===== config.mk =====
export PLATFORM = sky130hd
export DESIGN_NAME = battery_charge_gauge
export DESIGN_NICKNAME = d
export VERILOG_FILES = /design/src/rtl/core/bcg_pkg.sv /design/src/rtl/core/bcg_sample_cell.sv /design/src/rtl/core/bcg_window.sv /design/src/rtl/core/bcg_filter.sv /design/src/rtl/core/bcg_scale.sv /design/src/rtl/core/battery_charge_gauge.sv
export SDC_FILE = /design/constraint.sdc
export NUM_CORES = 1
export LEC_CHECK = 0
export BUFFER_PORTS_ARGS = -buffer_cell sky130_fd_sc_hd__buf_2
export CORE_MARGIN = 4
export CORE_UTILIZATION = 35
export CTS_CLUSTER_DIAMETER = 30
export DETAILED_ROUTE_END_ITERATION = 16
export SYNTH_ARGS = -nofsm -noshare
export SYNTH_HDL_FRONTEND = slang
export SYNTH_SLANG_ARGS = --single-unit

===== constraint.sdc =====
create_clock -name aclk -period 6.4 [get_ports aclk]
set_input_delay 0.64 -clock aclk [delete_from_list [all_inputs] [get_ports aclk]]
set_output_delay 0.64 -clock aclk [all_outputs]
set_load 0.02 [all_outputs]

===== src/rtl/core/bcg_pkg.sv =====
// ----------------------------------------------------------------------------
// bcg_pkg: shared constants and types for the battery charge gauge
// Widths of the sample window, IIR accumulator and output fields, plus the
// reciprocal constants used for the millivolt and percent conversions.
// ----------------------------------------------------------------------------
package bcg_pkg;

    localparam int SAMPLE_BITS = 12;
    localparam int WINDOW      = 4;
    localparam int IIR_SHIFT   = 6;

    localparam int SUM_W  = SAMPLE_BITS + $clog2(WINDOW);
    localparam int ACC_W  = SUM_W + IIR_SHIFT + 1;
    localparam int FILT_W = SUM_W;
    localparam int MV_W   = 15;
    localparam int PCT_W  = 7;

    // Millivolt scaling: mv = floor(filt * MV_NUM / MV_DEN)
    localparam int MV_NUM = 1278;
    localparam int MV_DEN = 1000;

    // Reciprocal multiply: ceil(MV_NUM * 2^MV_SHIFT / MV_DEN); the rounding
    // error times the largest filtered value stays below 2^MV_SHIFT, so the
    // truncated product matches the exact quotient.
    localparam int     MV_SHIFT   = 24;
    localparam int     MV_MULT_W  = 25;
    localparam longint MV_MULT_L  =
        (longint'(MV_NUM) * (longint'(1) << MV_SHIFT) + longint'(MV_DEN) - 1) /
        longint'(MV_DEN);
    localparam logic [MV_MULT_W-1:0] MV_MULT = MV_MULT_W'(MV_MULT_L);

    // Charge curve breakpoints
    localparam int MV_FULL   = 4000;
    localparam int MV_MID    = 3500;
    localparam int MV_EMPTY  = 3000;
    localparam int PCT_MID   = 17;
    localparam int PCT_FULL  = 100;
    localparam int SLOPE_MID = 6;
    localparam int SLOPE_LOW = 29;

    // Segment offsets stay below 512, so 9 bits suffice and the reciprocals
    // below are exact over that range.
    localparam int SEG_W        = 9;
    localparam int DIV6_SHIFT   = 10;
    localparam int DIV6_MULT_W  = 8;
    localparam logic [DIV6_MULT_W-1:0] DIV6_MULT =
        DIV6_MULT_W'(((1 << DIV6_SHIFT) + SLOPE_MID - 1) / SLOPE_MID);
    localparam int DIV29_SHIFT  = 14;
    localparam int DIV29_MULT_W = 10;
    localparam logic [DIV29_MULT_W-1:0] DIV29_MULT =
        DIV29_MULT_W'(((1 << DIV29_SHIFT) + SLOPE_LOW - 1) / SLOPE_LOW);

    typedef logic [SAMPLE_BITS-1:0] sample_t;
    typedef logic [SUM_W-1:0]       sum_t;

    // Control traveling alongside a transaction between stages
    typedef struct packed {
        logic valid;
        logic first;
    } bcg_ctl_t;

endpackage


===== src/rtl/core/bcg_sample_cell.sv =====
// ----------------------------------------------------------------------------
// bcg_sample_cell: one entry of the sample window
// Holds one sample and passes it to the next cell on each accepted
// transaction; on the first transaction after reset it loads the new sample.
// ----------------------------------------------------------------------------
module bcg_sample_cell
    import bcg_pkg::*;
(
    input  logic    aclk,
    input  logic    shift_en,
    input  logic    fill,
    input  sample_t fill_value,
    input  sample_t shift_in,
    output sample_t sample_q
);

    sample_t sample_reg;
    sample_t sample_next;

    always_comb begin
        sample_next = fill ? fill_value : shift_in;
    end

    always_ff @(posedge aclk) begin
        if (shift_en) begin
            sample_reg <= sample_next;
        end
    end

    assign sample_q = sample_reg;

endmodule


===== src/rtl/core/bcg_window.sv =====
// ----------------------------------------------------------------------------
// bcg_window: sample window and running sum
// A chain of sample cells shifts in each new sample; the running sum drops
// the sample leaving the last cell and adds the incoming one.
// ----------------------------------------------------------------------------
module bcg_window
    import bcg_pkg::*;
(
    input  logic     aclk,
    input  logic     aresetn,
    input  logic     en,
    input  logic     take,
    input  sample_t  sample,
    output bcg_ctl_t ctl_q,
    output sum_t     sum_q
);

    sample_t  cell_q [WINDOW];
    logic     primed_reg;
    logic     primed_next;
    sum_t     sum_reg;
    sum_t     sum_next;
    bcg_ctl_t ctl_reg;
    bcg_ctl_t ctl_next;

    for (genvar i = 0; i < WINDOW; i++) begin : g_cell
        sample_t shift_in;
        if (i == 0) begin : g_head
            assign shift_in = sample;
        end else begin : g_body
            assign shift_in = cell_q[i-1];
        end
        bcg_sample_cell u_cell (
            .aclk       (aclk),
            .shift_en   (take),
            .fill       (!primed_reg),
            .fill_value (sample),
            .shift_in   (shift_in),
            .sample_q   (cell_q[i])
        );
    end

    always_comb begin
        primed_next    = primed_reg | take;
        ctl_next.valid = take;
        ctl_next.first = !primed_reg;
        if (!primed_reg) begin
            sum_next = SUM_W'(WINDOW) * SUM_W'(sample);
        end else begin
            // drop the oldest sample, add the new one
            sum_next = sum_reg - SUM_W'(cell_q[WINDOW-1]) + SUM_W'(sample);
        end
    end

    always_ff @(posedge aclk) begin
        if (!aresetn) begin
            primed_reg <= 1'b0;
            ctl_reg    <= '0;
        end else if (en) begin
            primed_reg <= primed_next;
            ctl_reg    <= ctl_next;
        end
    end

    always_ff @(posedge aclk) begin
        if (take) begin
            sum_reg <= sum_next;
        end
    end

    assign ctl_q = ctl_reg;
    assign sum_q = sum_reg;

endmodule


===== src/rtl/core/bcg_filter.sv =====
// ----------------------------------------------------------------------------
// bcg_filter: first-order IIR on the window sum
// acc = acc - acc/2^IIR_SHIFT + sum; the first transaction seeds the
// accumulator so the first filtered value equals the sum.
// ----------------------------------------------------------------------------
module bcg_filter
    import bcg_pkg::*;
(
    input  logic              aclk,
    input  logic              aresetn,
    input  logic              en,
    input  bcg_ctl_t          ctl_in,
    input  sum_t              sum,
    output logic              valid_q,
    output logic [FILT_W-1:0] filt_q
);

    logic [ACC_W-1:0] acc_reg;
    logic [ACC_W-1:0] acc_next;
    logic             valid_reg;

    always_comb begin
        if (ctl_in.first) begin
            acc_next = ACC_W'(sum) << IIR_SHIFT;
        end else begin
            acc_next = acc_reg - (acc_reg >> IIR_SHIFT) + ACC_W'(sum);
        end
    end

    always_ff @(posedge aclk) begin
        if (!aresetn) begin
            acc_reg   <= '0;
            valid_reg <= 1'b0;
        end else if (en) begin
            valid_reg <= ctl_in.valid;
            if (ctl_in.valid) begin
                acc_reg <= acc_next;
            end
        end
    end

    assign valid_q = valid_reg;
    assign filt_q  = acc_reg[IIR_SHIFT +: FILT_W];

endmodule


===== src/rtl/core/bcg_scale.sv =====
// ----------------------------------------------------------------------------
// bcg_scale: millivolt scaling and charge curve
// One stage multiplies by the reciprocal of the mV scale; the next maps mV
// to percent and holds the result transaction for the output channel.
// ----------------------------------------------------------------------------
module bcg_scale
    import bcg_pkg::*;
(
    input  logic              aclk,
    input  logic              aresetn,
    input  logic              en,
    input  logic              valid_in,
    input  logic [FILT_W-1:0] filt,
    output logic              valid_q,
    output logic [PCT_W-1:0]  pct_q,
    output logic [MV_W-1:0]   mv_q,
    output logic [FILT_W-1:0] filt_q
);

    localparam int PROD_W   = FILT_W + MV_MULT_W;
    localparam int P6_W     = SEG_W + DIV6_MULT_W;
    localparam int P29_W    = SEG_W + DIV29_MULT_W;

    logic [PROD_W-1:0]  prod;
    logic [MV_W-1:0]    mv_next;
    logic [MV_W-1:0]    mv_s1_reg;
    logic [FILT_W-1:0]  filt_s1_reg;
    logic               valid_s1_reg;

    logic [SEG_W-1:0]   seg_mid;
    logic [SEG_W-1:0]   seg_low;
    logic [P6_W-1:0]    prod6;
    logic [P29_W-1:0]   prod29;
    logic [PCT_W-1:0]   pct_next;

    logic               valid_reg;
    logic [PCT_W-1:0]   pct_reg;
    logic [MV_W-1:0]    mv_reg;
    logic [FILT_W-1:0]  filt_reg;

    always_comb begin
        prod    = PROD_W'(filt) * PROD_W'(MV_MULT);
        mv_next = prod[MV_SHIFT +: MV_W];
    end

    always_comb begin
        seg_mid = SEG_W'(mv_s1_reg - MV_W'(MV_MID));
        seg_low = SEG_W'(mv_s1_reg - MV_W'(MV_EMPTY));
        prod6   = P6_W'(seg_mid) * P6_W'(DIV6_MULT);
        prod29  = P29_W'(seg_low) * P29_W'(DIV29_MULT);
        if (mv_s1_reg >= MV_W'(MV_FULL)) begin
            pct_next = PCT_W'(PCT_FULL);
        end else if (mv_s1_reg >= MV_W'(MV_MID)) begin
            pct_next = PCT_W'(prod6 >> DIV6_SHIFT) + PCT_W'(PCT_MID);
        end else if (mv_s1_reg >= MV_W'(MV_EMPTY)) begin
            pct_next = PCT_W'(prod29 >> DIV29_SHIFT);
        end else begin
            pct_next = '0;
        end
    end

    always_ff @(posedge aclk) begin
        if (!aresetn) begin
            valid_s1_reg <= 1'b0;
            valid_reg    <= 1'b0;
        end else if (en) begin
            valid_s1_reg <= valid_in;
            valid_reg    <= valid_s1_reg;
        end
    end

    always_ff @(posedge aclk) begin
        if (en) begin
            mv_s1_reg   <= mv_next;
            filt_s1_reg <= filt;
            pct_reg     <= pct_next;
            mv_reg      <= mv_s1_reg;
            filt_reg    <= filt_s1_reg;
        end
    end

    assign valid_q = valid_reg;
    assign pct_q   = pct_reg;
    assign mv_q    = mv_reg;
    assign filt_q  = filt_reg;

endmodule


===== src/rtl/core/battery_charge_gauge.sv =====
// ----------------------------------------------------------------------------
// battery_charge_gauge: battery fuel gauge from ADC samples
// Moving sum over a four-sample window, 1/64 IIR filter, mV scaling and a
// piecewise charge percent curve.
// ----------------------------------------------------------------------------
// Each accepted sample produces exactly one result transaction. One sample
// can be accepted every cycle; the pipeline is window sum, IIR accumulator,
// mV multiply and percent/output register, and the whole pipeline holds
// while a finished result waits on m_ready. The first sample after reset
// fills the window and seeds the filter, so its filtered_sum equals four
// times that sample.
module battery_charge_gauge
    import bcg_pkg::*;
(
    input  logic                   aclk,
    input  logic                   aresetn,
    input  logic                   s_valid,
    output logic                   s_ready,
    input  logic [SAMPLE_BITS-1:0] s_sample,
    output logic                   m_valid,
    input  logic                   m_ready,
    output logic [PCT_W-1:0]       m_charge_percent,
    output logic [MV_W-1:0]        m_battery_mv,
    output logic [FILT_W-1:0]      m_filtered_sum
);

    logic              en;
    logic              take;
    bcg_ctl_t          win_ctl;
    sum_t              win_sum;
    logic              filt_valid;
    logic [FILT_W-1:0] filt;

    // advance the pipeline unless a result is waiting to be taken
    assign en      = !m_valid || m_ready;
    assign s_ready = en;
    assign take    = s_valid && en;

    bcg_window u_window (
        .aclk    (aclk),
        .aresetn (aresetn),
        .en      (en),
        .take    (take),
        .sample  (sample_t'(s_sample)),
        .ctl_q   (win_ctl),
        .sum_q   (win_sum)
    );

    bcg_filter u_filter (
        .aclk    (aclk),
        .aresetn (aresetn),
        .en      (en),
        .ctl_in  (win_ctl),
        .sum     (win_sum),
        .valid_q (filt_valid),
        .filt_q  (filt)
    );

    bcg_scale u_scale (
        .aclk     (aclk),
        .aresetn  (aresetn),
        .en       (en),
        .valid_in (filt_valid),
        .filt     (filt),
        .valid_q  (m_valid),
        .pct_q    (m_charge_percent),
        .mv_q     (m_battery_mv),
        .filt_q   (m_filtered_sum)
    );

endmodule


## Word-level counts from Yosys, hierarchy flattened

Cells that the tools add are included.

| operators by class | value |
|---|---|
| multipliers | 3 |
| order comparisons | 3 |
| bitwise operators | 1 |
| add/sub/neg operators | 7 |
| muxes and demuxes | 7 |
| reductions and logical operators | 5 |

Operators with widths:

| kind | number |
|---|---|
| $ge A15 B12 Y1 const B | 3 |
| $mul A14 B25 Y39 const B | 1 |
| $mux W12 | 3 |
| $add A21 B14 Y21 | 1 |
| $mux W21 | 1 |
| $sub A21 B15 Y21 | 1 |
| $mul A9 B10 Y19 const B | 1 |
| $sub A9 B9 Y9 const B | 2 |
| $mul A9 B8 Y17 const B | 1 |
| $add A14 B12 Y14 | 1 |
| $mux W14 | 1 |
| $sub A14 B12 Y14 | 1 |
| $add A7 B5 Y7 const B | 1 |
| $mux W7 | 1 |
| $mux W5 | 1 |
| $logic_not A1 Y1 | 2 |
| $reduce_and A2 Y1 | 1 |
| $logic_and A1 B1 Y1 | 1 |
| $logic_or A1 B1 Y1 | 1 |
| $or A1 B1 Y1 | 1 |

| word-level totals | value |
|---|---|
| flip-flop bits (word level) | 154 |
| bits of input ports | 16 |
| logic and storage cells | 44 |

## Longest topological paths before layout

Gate-level depths: netlist of the first run.

| depth | value |
|---|---|
| depth after elaboration | 4 |
| mapped depth | 25 |
| mapped depth without buffers | 25 |

## By module

Synthesis of the first run repeated with hierarchy kept, for this count alone.

| unflattened totals | value |
|---|---|
| cell total of the unflattened synthesis | 1611 |
| area total of the unflattened synthesis | 16642.2 um2 |

Modules (own cells, without submodules):

| module | instances | sequential area each (um2) | cells an instance | area each (um2) |
|---|---|---|---|---|
| bcg_scale | 1 | 1991.9 | 966 | 10069.7 |
| bcg_filter | 1 | 440.4 | 334 | 2539.9 |
| bcg_sample_cell | 4 | 360.3 | 25 | 544.3 |
| bcg_window | 1 | 480.5 | 209 | 1833.0 |
| battery_charge_gauge | 1 | 0.0 | 2 | 22.5 |

## Worst setup path after synthesis of the first run

OpenSTA, ideal clock, no wires.

| timing path | value |
|---|---|
| path kind | reg2reg |
| start | register u_scale.mv_s1_reg[2] |
| end | register u_scale.pct_reg[6] (netlist: u_scale.pct_q[6]) (data pin) |
| clock period less this slack | 5.887 ns |
| slack | 0.513 ns |
| cell stages (with the launch flop) | 23 |
| path buffers | 0 |
| arrival time | 5.626 ns |
| setup time | 0.261 ns |
| required time | 6.139 ns |
| cells stage by stage | edfxtp_1 -> inv_1 -> ha_1 -> ha_1 -> fa_1 -> fa_1 -> inv_1 -> fa_1 -> inv_1 -> ha_1 -> and2_4 -> and3_4 -> a21o_2 -> nor2_1 -> xnor2_1 -> ha_1 -> inv_1 -> nor4_4 -> a21oi_1 -> or4b_1 -> o311ai_1 -> xnor2_1 -> o21ai_1 |

| on the way | value |
|---|---|
| word-level cells in the longest chain between the ends | 4 |
| elaborated cells between the ends (all ways) | 6 |
| those cells by class | 2 x add/sub; 1 x mul; 2 x order compare; 1 x mux |

RTL lines:

| element | line | text |
|---|---|---|
| start: declaration | bcg_scale.sv:26 | `logic [MV_W-1:0] mv_s1_reg;` |
| start signal: assignment | bcg_scale.sv:74 | `mv_s1_reg <= mv_next;` |
| $sub A9 B9 Y9 | bcg_scale.sv:47 | `seg_mid = SEG_W'(mv_s1_reg - MV_W'(MV_MID));` |
| $mul A9 B8 Y17 | bcg_scale.sv:49 | `prod6 = P6_W'(seg_mid) * P6_W'(DIV6_MULT);` |
| $add A7 B5 Y7 | bcg_scale.sv:54 | `pct_next = PCT_W'(prod6 >> DIV6_SHIFT) + PCT_W'(PCT_MID);` |
| $mux W7 | bcg_scale.sv:53 | `end else if (mv_s1_reg >= MV_W'(MV_MID)) begin` |
| end signal: assignment | bcg_scale.sv:76 | `pct_reg <= pct_next;` |
| end: declaration | bcg_scale.sv:37 | `logic [PCT_W-1:0] pct_reg;` |

Several ways; a longest one is shown, not always the timed one.
A chain may end at the register's enable or synchronous reset.

## Worst setup path after layout of the first run

| timing path | value |
|---|---|
| start | register u_filter.acc_reg[17] |
| end | register u_scale.mv_s1_reg[14] (data pin) |

| on the way | value |
|---|---|
| word-level cells in the longest chain between the ends | 1 |

RTL lines:

| element | line | text |
|---|---|---|
| start: declaration | bcg_filter.sv:18 | `logic [ACC_W-1:0] acc_reg;` |
| start signal: assignment | bcg_filter.sv:37 | `acc_reg <= acc_next;` |
| $mul A14 B25 Y39 | bcg_scale.sv:42 | `prod = PROD_W'(filt) * PROD_W'(MV_MULT);` |
| via u_scale.prod[38] | bcg_scale.sv:24 | `logic [PROD_W-1:0] prod;` |

The timed path passes the listed nets, and every way through them passes these cells.

==> results of run 1 <==
==> per-stage QoR <==
stage,setup WS (ns),hold slack (ns),utilization (%),std cells
after floorplan,0.513,0.400,-,1490
after global placement,0.461,0.402,38.1,2133
after detailed placement,0.309,0.405,38.1,2133
after CTS,0.308,0.383,39.5,2165
after global routing,0.116,0.387,39.5,2165
final,0.396,0.408,39.5,2165
==> worst min-delay path by stage <==
stage / startpoint / endpoint / slack (ns) / cells after the start
floorplan: u_scale.filt_s1_reg[0] / u_scale.filt_q[0] / 0.40 / 0
global placement: u_scale.filt_s1_reg[0] / u_scale.filt_q[0] / 0.40 / 0
detailed placement: u_scale.filt_s1_reg[6] / u_scale.filt_q[6] / 0.40 / 0
CTS: s_sample[7] / u_window.g_cell[0].u_cell.sample_q[7] / 0.38 / 1
global route: s_sample[1] / u_window.g_cell[0].u_cell.sample_q[1] / 0.39 / 1
finish: s_sample[1] / u_window.g_cell[0].u_cell.sample_q[1] / 0.41 / 1
==> layout by cell type, fill, tap and decap left out, types with 5 or more instances in the layout <==
master,count
fa_1,136
a211oi_1,7
or3_1,5
edfxtp_1,127
nor3_1,14
inv_1,356
nand4_1,6
ha_1,282
o21ai_1,17
o211ai_1,15
inv_8,5
buf_4,27
o21a_1,10
o21ai_0,24
nand3_1,16
a31oi_1,6
or2_2,5
and3_1,10
a21oi_1,43
o211a_1,11
o21bai_1,6
buf_2,53
a21boi_0,5
xor2_1,17
nand2b_1,9
nor2b_1,17
a21o_1,22
xnor2_1,47
nor2_1,36
dfxtp_1,27
clkbuf_16,17
nand2_1,130
==> layer usage <==
layer,vias up,GRT usage [%],part of all wire (%)
met2,186,24.6,48
met3,28,2.37,3.9
met4,0,2.84,1.3
li1,5057,-,-
met1,4914,19.7,47
met5,-,0,0
==> cell type report <==
class	instances	area, um2	area share (%)
tap	585	732	4.30
multi-input combinational	957	9520	55.9
sequential	154	4350	25.6
inverter	357	1340	7.87
clock inverter	15	194	1.14
clock buffer	17	425	2.50
timing repair buffer	80	468	2.75
==> logic make-up after synthesis <==
logic type                 count (synthesis)  synth area share, %
DFF                                      154                 28.5
buffers and inverters                    379                 9.36
xor gates and xnor gates                  66                 3.78
AOI/OAI and AO/OA                        206                 9.17
muxes                                      2                0.131
adders and majority gates                418                 40.9
and+or+nand+nor                          265                 8.15
==> metrics.yaml, run 1 <==
status:
  status: "finished, final reports clean"
die:
  num_rows: 76
  die_w_um: 217
  dieArea_um2: 47100
  io_pins: 54
  start_util_pct: 35.5
  core_area_um2: 43100
  die_h_um: 217
flow_run:
  drv_cap: 0
timing:
  tns_ns: 0
  hold_viol: 0
  fin_crit_sh_pct: 93.8
  rsz0062_at_grt: "false"
  fmaxAchievable_ghz: 0.167
  skew_ns: 0.0164
  worst_pin_slew_ns: 1.09
  post-route-min-period_ns: 6.00
  relSlewSlack_pct: 27.1
  setup_viol: 0
  drv_slew: 0
logic_synthesis:
  syn_area_um2: 15300
  syn_nets: 1924
  post-synth-top-area-cell: "edfxtp_1"
  synth_top_flop_cell: "edfxtp_1"
  ys_warn_count: 0
  avgSynthCellArea_um2: 10.3
  yosysMostFrequentCell: "inv_1"
  ys_top_cells_by_count: "inv_1, ha_1, fa_1"
  async_reset_ff_share_pct: 0
  netlist_top_cells_area: "edfxtp_1, ha_1, fa_1"
  ys_seq_area_share_pct: 28.5
  synth_edf_count: 127
  ys_ff_latch: 154
  yosysUniqueCellTypes: 66
  synth_cells: 1490
  synth_top_area_share_pct: 25.0
routing:
  via_count: 10200
  wirelength_mm: 32.6
  drc: 0
  routedWlPerCell_um: 15.1
  drt_pass1_iterations: 5
  first_iter_violations: 447
  via_per_inst: 4.70
  antenna_left: 0
clock_tree:
  holdBufCountCts: 0
  clock_insertion_delay_worst_skew_ns: 0.45
  clk_pin_slew_ns: 0.08
  cts.repair.resized: 0
  cts.sinks: 154
  cts_tree: "yes"
  clk_path_buf_depth: 2
  post_cts_buffers: 0
  numCtsBuffers: 17
  htree_levels: 4
  cts_root_buffer: "clkbuf_16"
critical_path:
  worstSetupPathType: "flip-flop to flip-flop"
  critPathMaxFanout: 8
  rrSetupSlack_ns: 0.40
  path_buf_inv: 4
  arrival_ns: 6.19
  cp-startpoint: "u_filter.acc_reg[17]"
  cp-endpoint: "u_scale.mv_s1_reg[14]"
  cpMaxStageDelayCell: "fa_1"
  cp_num_cells: 21
  r2r-start: "u_filter.acc_reg[17]"
  r2r_end: "u_scale.mv_s1_reg[14]"
  cp.required_ns: 6.59
  r2r_cells: 21
  startpoint_type: "flip-flop"
  end_kind: "flip-flop"
  worstPathCellList: "ha_1, inv_1, fa_1, inv_1, fa_1, fa_1, inv_1, fa_1, inv_1, fa_1, ha_1, o21a_1, o21a_1, o21a_1, o211ai_1, a31oi_1, nor2_1, o221ai_1, o41ai_1, o21ba_1, xnor2_1"
  cp_top_family: "adder cells"
  cp_common_cell: "fa_1"
  slowest_delay_ns: 0.54
min_path:
  hold_class: "input pin to flip-flop"
grt:
  grt_pass1_vias: 10600
  antenna_found_initial: 0
  grt_usage_pct: 14.5
  grt.overflow.total: 0
  grt_pass1_wl_mm: 54.9
  grt_max_degree: 65
layout:
  synthToLayoutAreaGrowth_pct: 11.4
  fill_cells: 4215
  final_area_um2: 17000
  final_nets: 2001
  antennaDiodeCount: 0
  layout-drive-gt1-share_pct: 8.16
  largest_reg_flops: 48
placement:
  gp_congestion: 0.914
  placed_area_um2: 16400
  port_buffers: 53
  dp_hpwl_mm: 26.4
Power of run 1 is not shown: default switching activity piles up to over one toggle a cycle in this logic, so the estimate is an artifact.
==> run 2, diff against run 1 <==
CORE_ASPECT_RATIO = 0.9   (was default)
==> run 2 against run 1 <==
Clock skew about the same; fmax about the same; register-to-register slack about the same; cell count down 1.4%; flip-flop and latch count unchanged; critical path depth unchanged; utilization down 0.18 points; non-clock buffer count unchanged; worst setup slack better by 0.0035 ns; cell area down 0.48%; global-route usage up 0.17 points; critical path type unchanged; highest routed layer unchanged.
==> metrics.yaml, run 2 (synthesized netlist as in run 1, its figures left out) <==
critical_path:
  arrival_ns: 6.19  # about the same
  end_kind: "flip-flop"  # unchanged
  worstSetupPathType: "flip-flop to flip-flop"  # unchanged
  startpoint_type: "flip-flop"  # unchanged
  cp.required_ns: 6.59  # about the same
  critPathMaxFanout: 7  # was 8
placement:
  gp_congestion: 0.952  # was 0.914
  dp_hpwl_mm: 26.9  # was 26.4 mm
  port_buffers: 53  # unchanged
grt:
  grt_pass1_vias: 10500  # was 10600
  grt_usage_pct: 14.6  # was 14.5%
  antenna_found_initial: 0  # unchanged
  grt.overflow.total: 0  # unchanged
  grt_max_degree: 63  # was 65
  grt_pass1_wl_mm: 54.9  # about the same
die:
  start_util_pct: 35.5  # about the same
  die_w_um: 228  # was 217 um
  dieArea_um2: 47100  # about the same
  num_rows: 72  # was 76
  core_area_um2: 43100  # about the same
  io_pins: 54  # unchanged
  die_h_um: 206  # was 217 um
routing:
  first_iter_violations: 675  # was 447
  drc: 0  # unchanged
  via_count: 10200  # about the same
  via_per_inst: 4.79  # was 4.70
  drt_pass1_iterations: 7  # was 5
  antenna_left: 0  # unchanged
  wirelength_mm: 33.0  # was 32.6 mm
  routedWlPerCell_um: 15.4  # was 15.1 um
layout:
  antennaDiodeCount: 0  # unchanged
  synthToLayoutAreaGrowth_pct: 10.9  # was 11.4%
  largest_reg_flops: 48  # unchanged
  final_nets: 2001  # unchanged
  final_common_cell: "inv_1"  # unchanged
  fill_cells: 4189  # was 4215
  layout-drive-gt1-share_pct: 8.10  # was 8.16%
  ff_latch_area_um2: 4350  # unchanged
  final_cell_mix: "inv_1, ha_1, fa_1"  # unchanged
  multi_input_area_um2: 9520  # about the same
clock_tree:
  cts_tree: "yes"  # unchanged
  holdBufCountCts: 0  # unchanged
  htree_levels: 4  # unchanged
  clk_pin_slew_ns: 0.07  # was 0.08 ns
  cts.sinks: 154  # unchanged
  clk_path_buf_depth: 2  # unchanged
  clock_insertion_delay_worst_skew_ns: 0.45  # about the same
  numCtsBuffers: 17  # unchanged
  cts_root_buffer: "clkbuf_16"  # unchanged
flow_run:
  drv_cap: 0  # unchanged
timing:
  tns_ns: 0  # unchanged
  hold_viol: 0  # unchanged
  rsz0062_at_grt: "false"  # unchanged
  fin_crit_sh_pct: 93.8  # about the same
  drv_slew: 0  # unchanged
  fmaxAchievable_ghz: 0.167  # about the same
  relSlewSlack_pct: 23.4  # was 27.1%
  setup_viol: 0  # unchanged
  worst_pin_slew_ns: 1.15  # was 1.09 ns
  post-route-min-period_ns: 6.00  # about the same
  skew_ns: 0.0164  # about the same
status:
  status: "finished, final reports clean"  # unchanged
min_path:
  hold_class: "input pin to flip-flop"  # unchanged
## run 2: cell types whose count changed in the layout (fill, tap and decap cells not counted), sizes merged
cell / before / now
bufinv: 1 / 0
clkbuf: 17 / 18
clkinv: 4 / 8
inv: 366 / 362
## run 2: path summary, 6_finish.rpt
kind	start	to	slack (ns)	depth (start not counted)
setup / recovery	u_filter.acc_reg[17]	u_scale.mv_s1_reg[14]	0.40	21
setup reg to reg	u_filter.acc_reg[17]	u_scale.mv_s1_reg[14]	0.40	21
hold / removal	s_sample[0]	u_window.g_cell[0].u_cell.sample_q[0]	0.40	1
hold reg to reg	u_scale.filt_s1_reg[13]	u_scale.filt_q[13]	0.42	0
## run 2: layer usage
metal | GRT usage (%) | vias to the layer above | share of wire [%]
met2 | 22.8 | 178 | 44
li1 | - | 5048 | -
met1 | 21.1 | 4971 | 50
met3 | 3.07 | 19 | 4.8
met4 | 3.06 | 0 | 0.81
met5 | 0 | - | 0
## run 2: timing repair
action / CTS / global route
buffers inserted: 0 / 0
setup endpoints to repair: 0 / 2
gates resized for setup: 0 / 4
endpoints found under the hold margin: 0 / 0
## run 2: cell type report
class,instances,area share [%]
Inverter,357,7.91
Clock buffer,18,2.53
Multi-Input combinational cell,957,56.2
Clock inverter,14,0.827
Sequential cell,154,25.7
Timing Repair Buffer,80,2.76
Tap cell,555,4.10
## run 2: stage by stage
step                setup WS (ns)  hold slack [ns]  cell area (um2)  utilization [%]  cells
global route               0.0260            0.383            16900             39.4   2135
global placement            0.266            0.404            16400             38.0   2103
finish                      0.399            0.401            16900             39.4   2135
floorplan                   0.513            0.400            15300                -   1490
detailed placement          0.181            0.405            16400             38.0   2103
CTS                         0.145            0.376            16900             39.3   2135
## run 2: critical path, stage by stage, from the launching register on
cell,delay [ns]
dfxtp_1,0.52
ha_1,0.26
inv_1,0.09
fa_1,0.48
inv_1,0.06
fa_1,0.50
fa_1,0.54
inv_1,0.05
fa_1,0.40
inv_1,0.07
fa_1,0.41
ha_1,0.37
o21a_1,0.13
o21a_1,0.17
o21a_1,0.19
o211ai_1,0.19
a31oi_1,0.10
nor2_1,0.38
o221ai_1,0.25
o41ai_2,0.34
o21ba_1,0.18
xnor2_1,0.06
Power of run 2 is left out for the same reason.
==> run 3, diff against run 2 <==
PLACE_DENSITY_LB_ADDON = 0.3   (was default)
==> run 3 against run 2 <==
Critical path depth down 1; worst setup slack worse by 0.064 ns; hold slack got worse by 0.0017 ns; clock-buffer cell count grew 4; clock skew down 0.0012 ns; cell area down 0.22%; sequential share of layout area up 0.057 points; utilization decreased by 0.087 points; cell count is the same; first-iteration DRC count down 17%.
==> metrics.yaml, run 3 (synthesized netlist as in run 1, its figures left out) <==
layout:
  fin_cells: 2135  # unchanged
  final_nets: 2001  # unchanged
  antennaDiodeCount: 0  # unchanged
  final_cell_mix: "inv_1, ha_1, fa_1"  # unchanged
  largest_reg_flops: 48  # unchanged
  layout-drive-gt1-share_pct: 7.97  # was 8.10%
  fin_util_pct: 39.3  # was 39.4%
  final_common_cell: "inv_1"  # unchanged
  synthToLayoutAreaGrowth_pct: 10.7  # was 10.9%
timing:
  rsz0062_at_grt: "true"  # was false
  relSlewSlack_pct: 26.4  # was 23.4%
  skew_ns: 0.0152  # was 0.0164 ns
  drv_slew: 0  # unchanged
  hold_viol: 0  # unchanged
  whs_ns: 0.400  # was 0.401 ns
  setup_viol: 0  # unchanged
  fin_crit_sh_pct: 94.8  # was 93.8%
  tns_ns: 0  # unchanged
  post-route-min-period_ns: 6.07  # was 6.00 ns
  fmaxAchievable_ghz: 0.165  # was 0.167 GHz
  worst_pin_slew_ns: 1.10  # was 1.15 ns
clock_tree:
  clock_insertion_delay_worst_skew_ns: 0.47  # was 0.45 ns
  holdBufCountCts: 0  # unchanged
  clk_path_buf_depth: 2  # unchanged
  clk_pin_slew_ns: 0.07  # about the same
  post_cts_buffers: 0  # unchanged
  htree_levels: 4  # unchanged
  cts.repair.resized: 0  # unchanged
  cts_tree: "yes"  # unchanged
  numCtsBuffers: 17  # unchanged
  cts.sinks: 154  # unchanged
  cts_root_buffer: "clkbuf_16"  # unchanged
placement:
  placedCellCount: 2103  # unchanged
  port_buffers: 53  # unchanged
  gp_congestion: 0.908  # was 0.952
  dp_hpwl_mm: 27.0  # was 26.9 mm
grt:
  grt-busiest-layer: "met2"  # unchanged
  grt.overflow.total: 0  # unchanged
  use_met2_pct: 22.6  # was 22.8%
  grt_pass1_wl_mm: 55.5  # was 54.9 mm
  use_met3_pct: 3.20  # was 3.07%
  grt_usage_pct: 15.0  # was 14.6%
  antenna_found_initial: 0  # unchanged
  grt_max_degree: 65  # was 63
  grt_pass1_vias: 10400  # was 10500
  met1_usage_pct: 21.6  # was 21.1%
die:
  start_util_pct: 35.5  # unchanged
  dieArea_um2: 47100  # unchanged
  io_pins: 54  # unchanged
  die_w_um: 228  # unchanged
  core_area_um2: 43100  # unchanged
  die_h_um: 206  # unchanged
  num_rows: 72  # unchanged
critical_path:
  critPathMaxFanout: 6  # was 7
  startpoint_type: "flip-flop"  # unchanged
  cp.required_ns: 6.62  # was 6.59 ns
  arrival_ns: 6.29  # was 6.19 ns
  worstSetupPathType: "flip-flop to flip-flop"  # unchanged
  end_kind: "flip-flop"  # unchanged
flow_run:
  drv_cap: 0  # unchanged
routing:
  antenna_left: 0  # unchanged
  first_iter_violations: 557  # was 675
  routedWlPerCell_um: 15.7  # was 15.4 um
  via_per_inst: 4.75  # was 4.79
  wirelength_mm: 33.4  # was 33.0 mm
  via_count: 10100  # was 10200
  drc: 0  # unchanged
  drt_pass1_iterations: 5  # was 7
status:
  status: "finished, final reports clean"  # unchanged
min_path:
  hold_class: "input pin to flip-flop"  # unchanged
[run 3: changes by cell type in the layout (fill, tap and decap cells not counted), sizes merged]
cell / delta
clkbuf: +4
inv: -3
clkinvlp: -1
[run 3: path summary, 6_finish.rpt]
| path | startpoint | endpoint | slack, ns | cells after the start |
|---|---|---|---|---|
| max | u_filter.acc_reg[19] | u_scale.mv_s1_reg[14] | 0.33 | 20 |
| min | s_sample[0] | u_window.g_cell[0].u_cell.sample_q[0] | 0.40 | 1 |
| max reg2reg | u_filter.acc_reg[19] | u_scale.mv_s1_reg[14] | 0.33 | 20 |
| min reg2reg | u_scale.filt_s1_reg[9] | u_scale.filt_q[9] | 0.42 | 0 |
[run 3: worst max-delay path, stage by stage (launching register included)]
cell and delay (ns):
dfxtp_1 0.47, ha_1 0.23, inv_1 0.12, fa_1 0.50, inv_1 0.05, fa_1 0.50, fa_1 0.55, inv_1 0.06
fa_1 0.41, inv_1 0.07, fa_1 0.41, ha_1 0.36, a21o_1 0.20, a211oi_1 0.34, nand3_1 0.12, a21o_1 0.20
nor2_1 0.36, o221ai_1 0.26, o41ai_2 0.37, o21ba_1 0.18, xnor2_1 0.06
[run 3: layout make-up]
cell class / instances / area, um2
Fill cell: 4197 / 26200
Multi-Input combinational cell: 957 / 9520
Sequential cell: 154 / 4350
Inverter: 357 / 1340
Tap cell: 555 / 694
Timing Repair Buffer: 80 / 468
Clock buffer: 22 / 465
Clock inverter: 10 / 68.8
[run 3: per-layer routing]
metal / vias to the layer above / routed length (um)
li1: 5048 / -
met1: 4881 / 16900
met2: 191 / 14400
met3: 28 / 1530
met4: 0 / 584
met5: - / 0
[run 3: stage by stage]
| step | instance area, um2 | worst slack (ns) |
|---|---|---|
| 2_1_floorplan | 15300 | 0.513 |
| 3_3_place_gp | 16400 | 0.287 |
| 3_5_place_dp | 16400 | 0.0926 |
| 4_1_cts | 16900 | 0.0586 |
| 5_1_grt | 16900 | -0.0847 |
| 6_report | 16900 | 0.335 |
Power of run 3 is left out for the same reason.
